<file path="config.mk">
export PLATFORM = sky130hd
export DESIGN_NAME = dask_div
export DESIGN_NICKNAME = d
export VERILOG_FILES = /design/src/rtl/dask_pkg.sv /design/src/rtl/dask_div.sv
export SDC_FILE = /design/constraint.sdc
export NUM_CORES = 1
export LEC_CHECK = 0
export BUFFER_PORTS_ARGS = -buffer_cell sky130_fd_sc_hd__buf_2
export CAP_MARGIN = 30
export CORE_AREA = 4 4 114 116
export DETAILED_ROUTE_END_ITERATION = 12
export DIE_AREA = 0 0 118 120
export GPL_ROUTABILITY_DRIVEN = 1
export PLACE_DENSITY = 0.74
export SKIP_CTS_REPAIR_TIMING = 1
export SYNTH_ARGS = -nofsm -noshare
export SYNTH_HDL_FRONTEND = slang
export SYNTH_SLANG_ARGS = --single-unit
</file>
<file path="constraint.sdc">
create_clock -name clk -period 3.5 [get_ports clk]
set_input_delay 0.7 -clock clk [delete_from_list [all_inputs] [get_ports clk]]
set_output_delay 0.7 -clock clk [all_outputs]
set_load 0.02 [all_outputs]
</file>
<file path="src/rtl/dask_pkg.sv">
// ============================================================================
// dask_pkg
// Shared types, widths and helpers of the dual-axis scalar Kalman filter.
// ============================================================================
package dask_pkg;

    // Default number of fraction bits of the stored angles.
    localparam int DEF_STATE_FRAC_BITS = 22;

    // Gain format: unsigned Q1.24, with one integer bit so that 1.0 fits.
    localparam int KFRAC = 24;
    localparam int KW    = KFRAC + 1;
    localparam logic [KW-1:0] KONE = KW'(1) << KFRAC;

    // Divider widths: P + R needs one bit above P.
    localparam int COV_W   = 32;
    localparam int DEN_W   = COV_W + 1;
    localparam int DCNT_W  = $clog2(KW);

    // Shared multiplier: signed 20 x signed 26.
    localparam int MUL_A_W = 20;
    localparam int MUL_B_W = 26;
    localparam int PROD_W  = MUL_A_W + MUL_B_W;

    // The innovation is split into two 19-bit halves for the multiplier.
    localparam int SPLIT_W   = 19;
    localparam int INNOV_X_W = 2 * SPLIT_W;

    // Covariance is split into two 16-bit halves for the multiplier.
    localparam int COV_SPLIT = 16;

    // Wide working sums.
    localparam int SUM_W = 44;
    localparam int ACC_W = 64;
    localparam logic signed [ACC_W-1:0] CORR_RND = ACC_W'(1) << (KFRAC - 1);

    // Reset values of state and registers.
    localparam logic [COV_W-1:0] COVAR_RESET = 32'd1677722;
    localparam logic [23:0]      Q_RESET     = 24'd16777;
    localparam logic [23:0]      R_RESET     = 24'd838861;

    // Configuration register indexes.
    localparam int CFG_IDX_W = 2;
    localparam logic [CFG_IDX_W-1:0] REG_Q_ROLL  = 2'd0;
    localparam logic [CFG_IDX_W-1:0] REG_Q_PITCH = 2'd1;
    localparam logic [CFG_IDX_W-1:0] REG_R_ROLL  = 2'd2;
    localparam logic [CFG_IDX_W-1:0] REG_R_PITCH = 2'd3;

    // Axis select.
    localparam logic AXIS_ROLL  = 1'b0;
    localparam logic AXIS_PITCH = 1'b1;

    // Status of the gain divider.
    typedef struct packed {
        logic busy;
        logic done;
    } dask_div_stat_t;

    // Saturate a wide signed sum to the 32-bit signed range.
    function automatic logic [31:0] sat32(input logic [SUM_W-1:0] v);
        logic [SUM_W-32:0] upper;
        upper = v[SUM_W-1:31];
        if ((&upper) || !(|upper))
            return v[31:0];
        else if (v[SUM_W-1])
            return 32'h8000_0000;
        else
            return 32'h7fff_ffff;
    endfunction

endpackage

</file>
<file path="src/rtl/dask_div.sv">
// ============================================================================
// dask_div
// Restoring divider for the Kalman gain, one quotient bit per cycle.
// ============================================================================
module dask_div
    import dask_pkg::*;
(
    input  logic                 clk,
    input  logic                 rst_n,
    input  logic                 start,
    input  logic [COV_W-1:0]     num,
    input  logic [DEN_W-1:0]     den,
    output dask_div_stat_t       stat,
    output logic [KW-1:0]        quot
);

    logic                busy_reg;
    logic                done_reg;
    logic [DCNT_W-1:0]   cnt_reg;
    logic [DEN_W-1:0]    rem_reg;
    logic [DEN_W-1:0]    den_reg;
    logic                lsb_reg;
    logic                den_zero_reg;
    logic [KW-1:0]       quot_reg;

    logic [DEN_W:0]      trial;
    logic [DEN_W+1:0]    diff;
    logic                fits;

    // The dividend is num shifted up by KFRAC; only the lowest bit of num
    // enters after the initial remainder of num / 2.
    always_comb
    begin
        trial = {rem_reg, (cnt_reg == DCNT_W'(KW - 1)) ? lsb_reg : 1'b0};
        diff  = {1'b0, trial} - {2'b00, den_reg};
        fits  = !diff[DEN_W+1];
    end

    always_ff @(posedge clk or negedge rst_n)
    begin
        if (!rst_n)
        begin
            busy_reg <= 1'b0;
            done_reg <= 1'b0;
            cnt_reg  <= '0;
        end
        else if (start)
        begin
            busy_reg <= 1'b1;
            done_reg <= 1'b0;
            cnt_reg  <= DCNT_W'(KW - 1);
        end
        else if (busy_reg)
        begin
            cnt_reg <= cnt_reg - 1'b1;
            if (cnt_reg == '0)
            begin
                busy_reg <= 1'b0;
                done_reg <= 1'b1;
            end
        end
        else
        begin
            done_reg <= 1'b0;
        end
    end

    always_ff @(posedge clk)
    begin
        if (start)
        begin
            rem_reg      <= {2'b00, num[COV_W-1:1]};
            lsb_reg      <= num[0];
            den_reg      <= den;
            den_zero_reg <= (den == '0);
            quot_reg     <= '0;
        end
        else if (busy_reg)
        begin
            rem_reg  <= fits ? diff[DEN_W-1:0] : trial[DEN_W-1:0];
            quot_reg <= {quot_reg[KW-2:0], fits};
        end
    end

    assign stat.busy = busy_reg;
    assign stat.done = done_reg;
    assign quot      = den_zero_reg ? '0 : quot_reg;

endmodule

</file>
==> summary.txt, run 1 <==
Routing
  – Iter 0 DRT Violations: 300
  – Vias per std cell: approximately 5.6
  – Post-route ant nets: 0
  – DRC violations left: 0
  – Via count: about 5k
  – Routed WL: between 10,000 and 15,000 um
  – Drt first pass iters: 4
  – Avg WL per Cell: around 17 um

Global routing
  – Global-route wire length before repair: 23,600 um
  – Vias in the first global route: between 4k and 5k
  – Total GRT Usage: approximately a fifth
  – Largest net degree at the start of global routing: between 50 and 60
  – Initial antenna violation count: 0
  – Total congestion overflow: 0

Power
  – Pwr/cell area: a little over 800 nW/um^2
  – Peak VDD IR: around 0.30 mV
  – Static leakage: about 0.0034 uW

Floorplanning
  – Die ar.: approximately 14,000 sq um
  – Die X: about 120 um
  – Initial Util: 51.6%
  – Core area: roughly 12,000 sq um
  – I/O pin count: 95
  – Die H: around 120 um
  – Row count: 40

Yosys
  – FFs w/ async S/R, synth: approximately 7%
  – Number of synthesized flops with an enable pin: 66
  – Mean Syn Cell Area: about 9.8 sq um
  – Complex-gate fraction of the synthesized area: around 14%
  – Synthesized area: 6140 sq um
  – Dominant synthesized flop cell: edfxtp_1
  – Yosys top cell area share: ~32%
  – Simple-Gate Fraction of Synth Area: between 10% and 20%
  – Xor/xnor share of the synthesized area: under 10%
  – FF+latch count, synth: 100
  – Syn. warnings: 0
  – Largest family of logic cells by synthesized area: simple AND/OR/NAND/NOR gates
  – Top cells by area, synth: edfxtp_1 32%, dfxtp_1 8.8%, mux2i_1 7.5%
  – Sequential-to-total area share from yosys stat: between 40% and 50%
  – Post-Synthesis Cells: roughly 620
  – Post-Syn Nets: approximately 730
  – Yosys cell types: 65
  – Post-synthesis mux area share: ~8.4%
  – Largest area contributor in the synthesized netlist: edfxtp_1
  – Adder-cell share of the synthesized area: approximately 7.5%

Clocking
  – Clk sinks: 100
  – Cts bufs inserted: 9
  – Longest Clk Path Bufs: 2
  – Worst-path clk slew: around 0.070 ns
  – Root buf cell: clkbuf_16
  – H-tree lvl count: 3
  – CTS tree: yes
  – Skew-Pair Late Insertion Delay: 0.35 ns

Final layout
  – N_diodes: 0
  – Non-Filler Cell Area, Final: 7320 sq um
  – Layout cell share with drive strength beyond 1: around 23%
  – Area of the multi-input gates: roughly 3200 sq um
  – Sequential cell area: 2700 sq um
  – Non-Filler Instances: about 870
  – Fill count: ~1.0k
  – P&R area growth vs syn: 19.2%
  – Final nets: 824

Setup path
  – Slowest-stage cell, CP: dfrtp_1
  – Critical path arrival: 3.66 ns
  – CP Max Fanout: 4
  – Critical Path RT: 3.60 ns
  – Critical Path End Type: flop
  – Startpoint types: flop
  – Kind of critical path: flop to flop
  – Crit path cell chain: inv_2, ha_4, nand4_1, ha_2, fa_2, nor2b_2, o2111ai_2, and4bb_2, nor4_4, nor4b_4, o21bai_2, o41ai_4, buf_4, mux2_4, mux2_2
  – Worst path max stage delay: approximately 0.39 ns

Run status
  – Failing checks: negative setup slack
  – Outcome: finished, violations left

STA
  – Worst Skew: around 0.0072 ns
  – Final period util: 102%
  – Slew @ Worst Pin: between 0.8 and 0.9 ns
  – Hold Vio Cnt, Final: 0
  – Max Slew Vio Count: 0
  – Final setup vio count: 3
  – Post-Route Setup TNS: -0.155 ns
  – Fin crit period: between 3 and 4 ns
  – RSZ-0062 raised after global routing: true
  – Slew HR: a little over two fifths
  – FMAX: 281 MHz
  – Final WS setup: -0.0593 ns

Placement
  – # port buffers: 94
  – Final HPWL DP: between 10,000 and 15,000 um
  – GP Congestion: slightly below 0.9
  – Placed Area: ~6800 sq um
  – Placed cells: approximately 850

Min path
  – Min-delay worst type: input pin to asynchronous set/reset pin

Job
  – MaxCap Viol Count: 0
report_power, final:
part           internal, uW  total (uW)  switching, uW
registers              1560        1720            162
clock network           525        1010            481
logic                  1530        3210           1680
placed cells by master, fill, tap and decap left out, types with 6 or more instances in the layout:
cell type / count
a21o_1: 9
a21oi_1: 30
a31oi_1: 7
buf_2: 93
buf_4: 16
clkbuf_16: 11
dfrtp_1: 6
dfxtp_1: 27
edfxtp_1: 66
ha_1: 33
inv_1: 40
mux2i_1: 44
nand2_1: 46
nand3b_1: 6
nand4_1: 7
nor2_1: 55
nor2b_1: 32
nor3_1: 10
nor4_1: 10
o21a_1: 7
o21ai_0: 19
o21ai_1: 21
xnor2_1: 22
xor2_1: 11
layer usage:
| metal | routed length, um | global-route usage, % | vias up |
|---|---|---|---|
| met5 | 0 | 0 | - |
| met4 | 287 | 7.62 | 0 |
| met3 | 614 | 4.05 | 15 |
| met2 | 7300 | 35.3 | 117 |
| met1 | 6580 | 25.2 | 2351 |
| li1 | - | - | 2430 |
final timing paths:
| check | from | endpoint | slack [ns] | cells after the start |
|---|---|---|---|---|
| min | rst_n | cnt_reg[1]$_DFFE_PN0P_ | 0.17 | 1 |
| max | cnt_reg[0]$_DFFE_PN0P_ | rem_reg[29]$_DFFE_PP_ | -0.06 | 15 |
| max reg2reg | cnt_reg[0]$_DFFE_PN0P_ | rem_reg[29]$_DFFE_PP_ | -0.06 | 15 |
| min reg2reg | quot_reg[0]$_SDFFE_PP0P_ | quot_reg[1]$_SDFFE_PP0P_ | 0.50 | 2 |
| max in group asynchronous | rst_n | busy_reg$_DFF_PN0_ | 3.16 | 1 |
| min in group clk | quot_reg[0]$_SDFFE_PP0P_ | quot_reg[1]$_SDFFE_PP0P_ | 0.50 | 2 |
kinds of logic after synthesis:
family | after synthesis
buf+inv | 75
compound gates | 131
flops | 100
simple gates | 198
mux | 51
xor+xnor | 33
fa+ha+maj | 36
cells in the mapped netlist (19+ instances only):
master / count
nor2_1: 55
o21ai_1: 22
o21ai_0: 19
clkbuf_1: 21
inv_1: 42
nand2_1: 46
edfxtp_1: 66
nor2b_1: 33
dfxtp_1: 27
a21oi_1: 30
ha_1: 35
mux2i_1: 46
xnor2_1: 22
per-stage QoR:
stage | hold slack [ns] | setup WS (ns) | util (%) | power, uW
4_1_cts | 0.160 | -0.302 | 59.3 | 5480
5_1_grt | 0.161 | -0.232 | 61.5 | 6360
6_report | 0.169 | -0.0593 | 61.5 | 5940
2_1_floorplan | 0.404 | 0.132 | - | 3850
3_3_place_gp | 0.469 | -0.0577 | 56.7 | 4380
3_5_place_dp | 0.483 | -0.241 | 56.7 | 4450
worst max-delay path, delay by kind of cell, from the launching register on:
family / cells / cell delay [ns]
multiplexers: 2 / 0.55
flip-flops: 1 / 0.39
adder cells (fa/ha/maj): 3 / 0.70
AO/OA/AOI/OAI: 3 / 0.47
AND/OR/NAND/NOR: 5 / 0.95
buffers and inverters: 2 / 0.26
area by class of cell:
type	instances	area share, %
multi-input combinational	449	44.3
sequential	100	36.9
timing repair buffer	118	10.0
clock buffer	10	3.26
tap	147	2.51
inverter	42	2.15
clock inverter	6	0.889
(Power assumes the default switching activity.)
==> run 2: changes to the inputs <==
--- a/config.mk
+++ b/config.mk
@@ -7,11 +7,12 @@
 export LEC_CHECK = 0
 export BUFFER_PORTS_ARGS = -buffer_cell sky130_fd_sc_hd__buf_2
 export CAP_MARGIN = 30
-export CORE_AREA = 4 4 114 116
+export CORE_AREA = 4 4 108 110
 export DETAILED_ROUTE_END_ITERATION = 12
-export DIE_AREA = 0 0 118 120
+export DIE_AREA = 0 0 112 114
 export GPL_ROUTABILITY_DRIVEN = 1
-export PLACE_DENSITY = 0.74
+export PLACE_DENSITY = 0.78
+export RECOVER_POWER = 25
 export SKIP_CTS_REPAIR_TIMING = 1
 export SYNTH_ARGS = -nofsm -noshare
 export SYNTH_HDL_FRONTEND = slang
==> constraint.sdc (replaced) <==
create_clock -name clk -period 4.1 [get_ports clk]
set_input_delay 0.82 -clock clk [delete_from_list [all_inputs] [get_ports clk]]
set_output_delay 0.82 -clock clk [all_outputs]
set_load 0.02 [all_outputs]
==> run 2 against run 1 <==
Effect of this change: the flow now finishes without violations; die area fell by 9.8%; combinational power fell by 28%; utilization rose by 2.8 points; register-to-register slack improved by 0.36 ns; first-iteration DRC count fell by 18%; maximum frequency fell by 6.4%; wire length fell by 8.2%; critical path type unchanged.
==> summary.txt, run 2 (same netlist as run 1, synthesis figures left out) <==
Global routing
  – M3 GR Usage: 2.97% (-1.1 points)
  – GRT met1 Usage: 28.2% (+3.0 points)
  – Largest net degree at the start of global routing: 80 (+48%)
  – Initial antenna violation count: 0 (unchanged)
  – Total GRT Usage: 21.6% (+1.3 points)
  – M2 GR Usage: 35.6% (+0.29 points)
  – Total congestion overflow: 0 (unchanged)
  – Global-route wire length before repair: 22,500 um (-4.7%)
  – Busiest layer in global routing: met2
  – Vias in the first global route: 4,795 (-3.7%)

STA
  – Fin Hold WS: 0.299 ns (+0.130 ns)
  – Slew @ Worst Pin: 0.824 ns (-0.0326 ns)
  – Max Slew Vio Count: 0 (unchanged)
  – FMAX: 263 MHz (-6.4%)
  – Fin crit period: 3.80 ns (+0.243 ns)
  – Post-Route Setup TNS: 0 ns (+0.155 ns)
  – Worst Skew: 0.00958 ns (+0.00242 ns)
  – Final period util: 92.7% (-9.0 points)
  – Slew HR: 45.1% (+2.2 points)
  – Hold Vio Cnt, Final: 0 (unchanged)
  – Final setup vio count: 0 (-3)

Setup path
  – Critical Path RT: 4.25 ns (+0.65 ns)
  – Cell repeated most along the worst path: ha_1
  – Worst path max stage delay: 0.42 ns (+0.03 ns)
  – Critical Path End Type: flop
  – Critical path arrival: 3.95 ns (+0.29 ns)
  – WP buf/inv: 2 (unchanged)
  – Critical Path Stages: 15 (unchanged)
  – Kind of critical path: flop to flop
  – Worst r2r path cells: 15 (unchanged)
  – CP Max Fanout: 8 (+4)
  – FF-to-FF End: rem_reg[28]$_DFFE_PP_
  – Worst path top cell family by delay: simple AND/OR/NAND/NOR gates
  – Slowest-stage cell, CP: dfrtp_1
  – Crit path cell chain: inv_1, ha_1, nand4_1, ha_1, fa_1, nor2b_1, o2111ai_1, and4bb_2, nor4_1, nor4b_2, o21bai_2, o41ai_4, buf_4, and3b_1, a221o_1
  – Worst r2r src: cnt_reg[0]$_DFFE_PN0P_
  – R2R Setup Slk: 0.30 ns (+0.36 ns)
  – Startpoint types: flop

Routing
  – Via count: 4,804 (-2.2%)
  – Drt first pass iters: 4 (unchanged)
  – Avg WL per Cell: 16.0 um (-5.6%)
  – Post-route ant nets: 0 (unchanged)
  – Iter 0 DRT Violations: 245 (-18%)
  – Vias per std cell: 5.67 (+0.55%)
  – DRC violations left: 0 (unchanged)
  – Routed WL: 13,600 um (-8.2%)

Job
  – MaxCap Viol Count: 0 (unchanged)

Final layout
  – Most frequent cells in the layout: 68 x buf_2, 66 x edfxtp_1, 55 x nor2_1, 46 x nand2_1, 46 x mux2i_1
  – Commonest non-fill, non-tap cell in the layout: buf_2
  – Non-Filler Cell Area, Final: 6880 sq um (-6.1%)
  – P&R area growth vs syn: 11.9%
  – N_diodes: 0 (unchanged)
  – Layout cell share with drive strength beyond 1: 14.5% (-8.1 points)
  – Final nets: 807 (-2.1%)

Power
  – Pwr/cell area: 646 nW/um^2 (-20%)
  – Static leakage: 0.00314 uW (-7.6%)
  – Sw Ratio: 40.9% (+1.8 points)
  – Net Sw Power: 1820 uW (-22%)
  – Peak VDD IR: 0.279 mV (-7.9%)
  – Share of power burned in the clock network: 14.6% (-2.3 points)
  – Reg power frac: 33.1% (+4.1 points)
  – Logic pwr share: 52.3% (-1.8 points)
  – Internal: 2620 uW (-28%)

Floorplanning
  – Initial Util: 57.4% (+5.9 points)
  – I/O pin count: 95 (unchanged)
  – Core area: 10,700 sq um (-10%)
  – Die X: 112 um (-5.1%)
  – Die ar.: 12,800 sq um (-9.8%)
  – Die H: 114 um (-5.0%)
  – Row count: 38 (-5.0%)

Placement
  – # port buffers: 94 (unchanged)
  – Final HPWL DP: 10,100 um (-5.0%)
  – Placed Area: 6690 sq um (-1.0%)
  – GP Congestion: 0.940 (+6.1%)

Clocking
  – Longest Clk Path Bufs: 2 (unchanged)
  – CTS tree: yes
  – Clk sinks: 100 (unchanged)
  – Root buf cell: clkbuf_8
  – Cts bufs inserted: 9 (unchanged)
  – Worst-path clk slew: 0.11 ns (+0.04 ns)
  – H-tree lvl count: 3 (unchanged)
  – Skew-Pair Late Insertion Delay: 0.38 ns (+0.03 ns)

Min path
  – Min-delay worst type: input pin to asynchronous set/reset pin

Run status
  – Outcome: complete, no violations
## run 2: cell type report
cell class	instances	area, sq um
repair buffers	101	510
clock inverters	6	65.1
multi-input cells	449	3130
well taps	140	175
flip-flops and latches	100	2700
clock buffers	10	138
inverters	42	158
fillers	903	3820
## run 2: how the worst max path moves through the flow
stage	start	end	slack, ns
finish	cnt_reg[0]$_DFFE_PN0P_	rem_reg[28]$_DFFE_PP_	0.30
global route	cnt_reg[0]$_DFFE_PN0P_	rem_reg[13]$_DFFE_PP_	-0.0008
CTS	cnt_reg[0]$_DFFE_PN0P_	rem_reg[17]$_DFFE_PP_	0.30
detailed placement	cnt_reg[0]$_DFFE_PN0P_	rem_reg[17]$_DFFE_PP_	0.32
global placement	cnt_reg[0]$_DFFE_PN0P_	rem_reg[29]$_DFFE_PP_	0.48
floorplan	cnt_reg[0]$_DFFE_PN0P_	rem_reg[28]$_DFFE_PP_	0.73
## run 2: worst register-to-register path: stages, from the launching register on
cell       delay (ns)
dfrtp_1          0.42
inv_1            0.09
ha_1             0.16
nand4_1          0.13
ha_1             0.24
fa_1             0.41
nor2b_1          0.20
o2111ai_1        0.16
and4bb_2         0.30
nor4_1           0.35
nor4b_2          0.09
o21bai_2         0.24
o41ai_4          0.17
buf_4            0.18
and3b_1          0.18
a221o_1          0.25
## run 2: stage by stage
| step | power [uW] | util, % | setup slack [ns] | cells |
|---|---|---|---|---|
| 6_report | 4440 | 64.3 | 0.298 | 848 |
| 3_5_place_dp | 3730 | 62.5 | 0.322 | 830 |
| 4_1_cts | 4390 | 64.4 | 0.301 | 846 |
| 3_3_place_gp | 3660 | 62.5 | 0.483 | 830 |
| 2_1_floorplan | 3290 | - | 0.732 | 624 |
| 5_1_grt | 4780 | 64.3 | -0.000753 | 848 |
## run 2: power groups by stage
| stage | sequential [uW] | combinational (uW) | clock, uW |
|---|---|---|---|
| after floorplan | 1430 | 1860 | 0 |
| after global placement | 1480 | 2180 | 0 |
| after detailed placement | 1490 | 2250 | 0 |
| after CTS | 1470 | 2260 | 659 |
| after global routing | 1490 | 2590 | 701 |
| final | 1470 | 2320 | 648 |
## run 2: per-layer routing
| metal | vias up | part of all wire, % | routed length (um) |
|---|---|---|---|
| met2 | 123 | 47 | 6390 |
| met3 | 29 | 3.7 | 497 |
| li1 | 2400 | - | - |
| met4 | 0 | 3.7 | 497 |
| met5 | - | 0 | 0 |
| met1 | 2252 | 46 | 6200 |
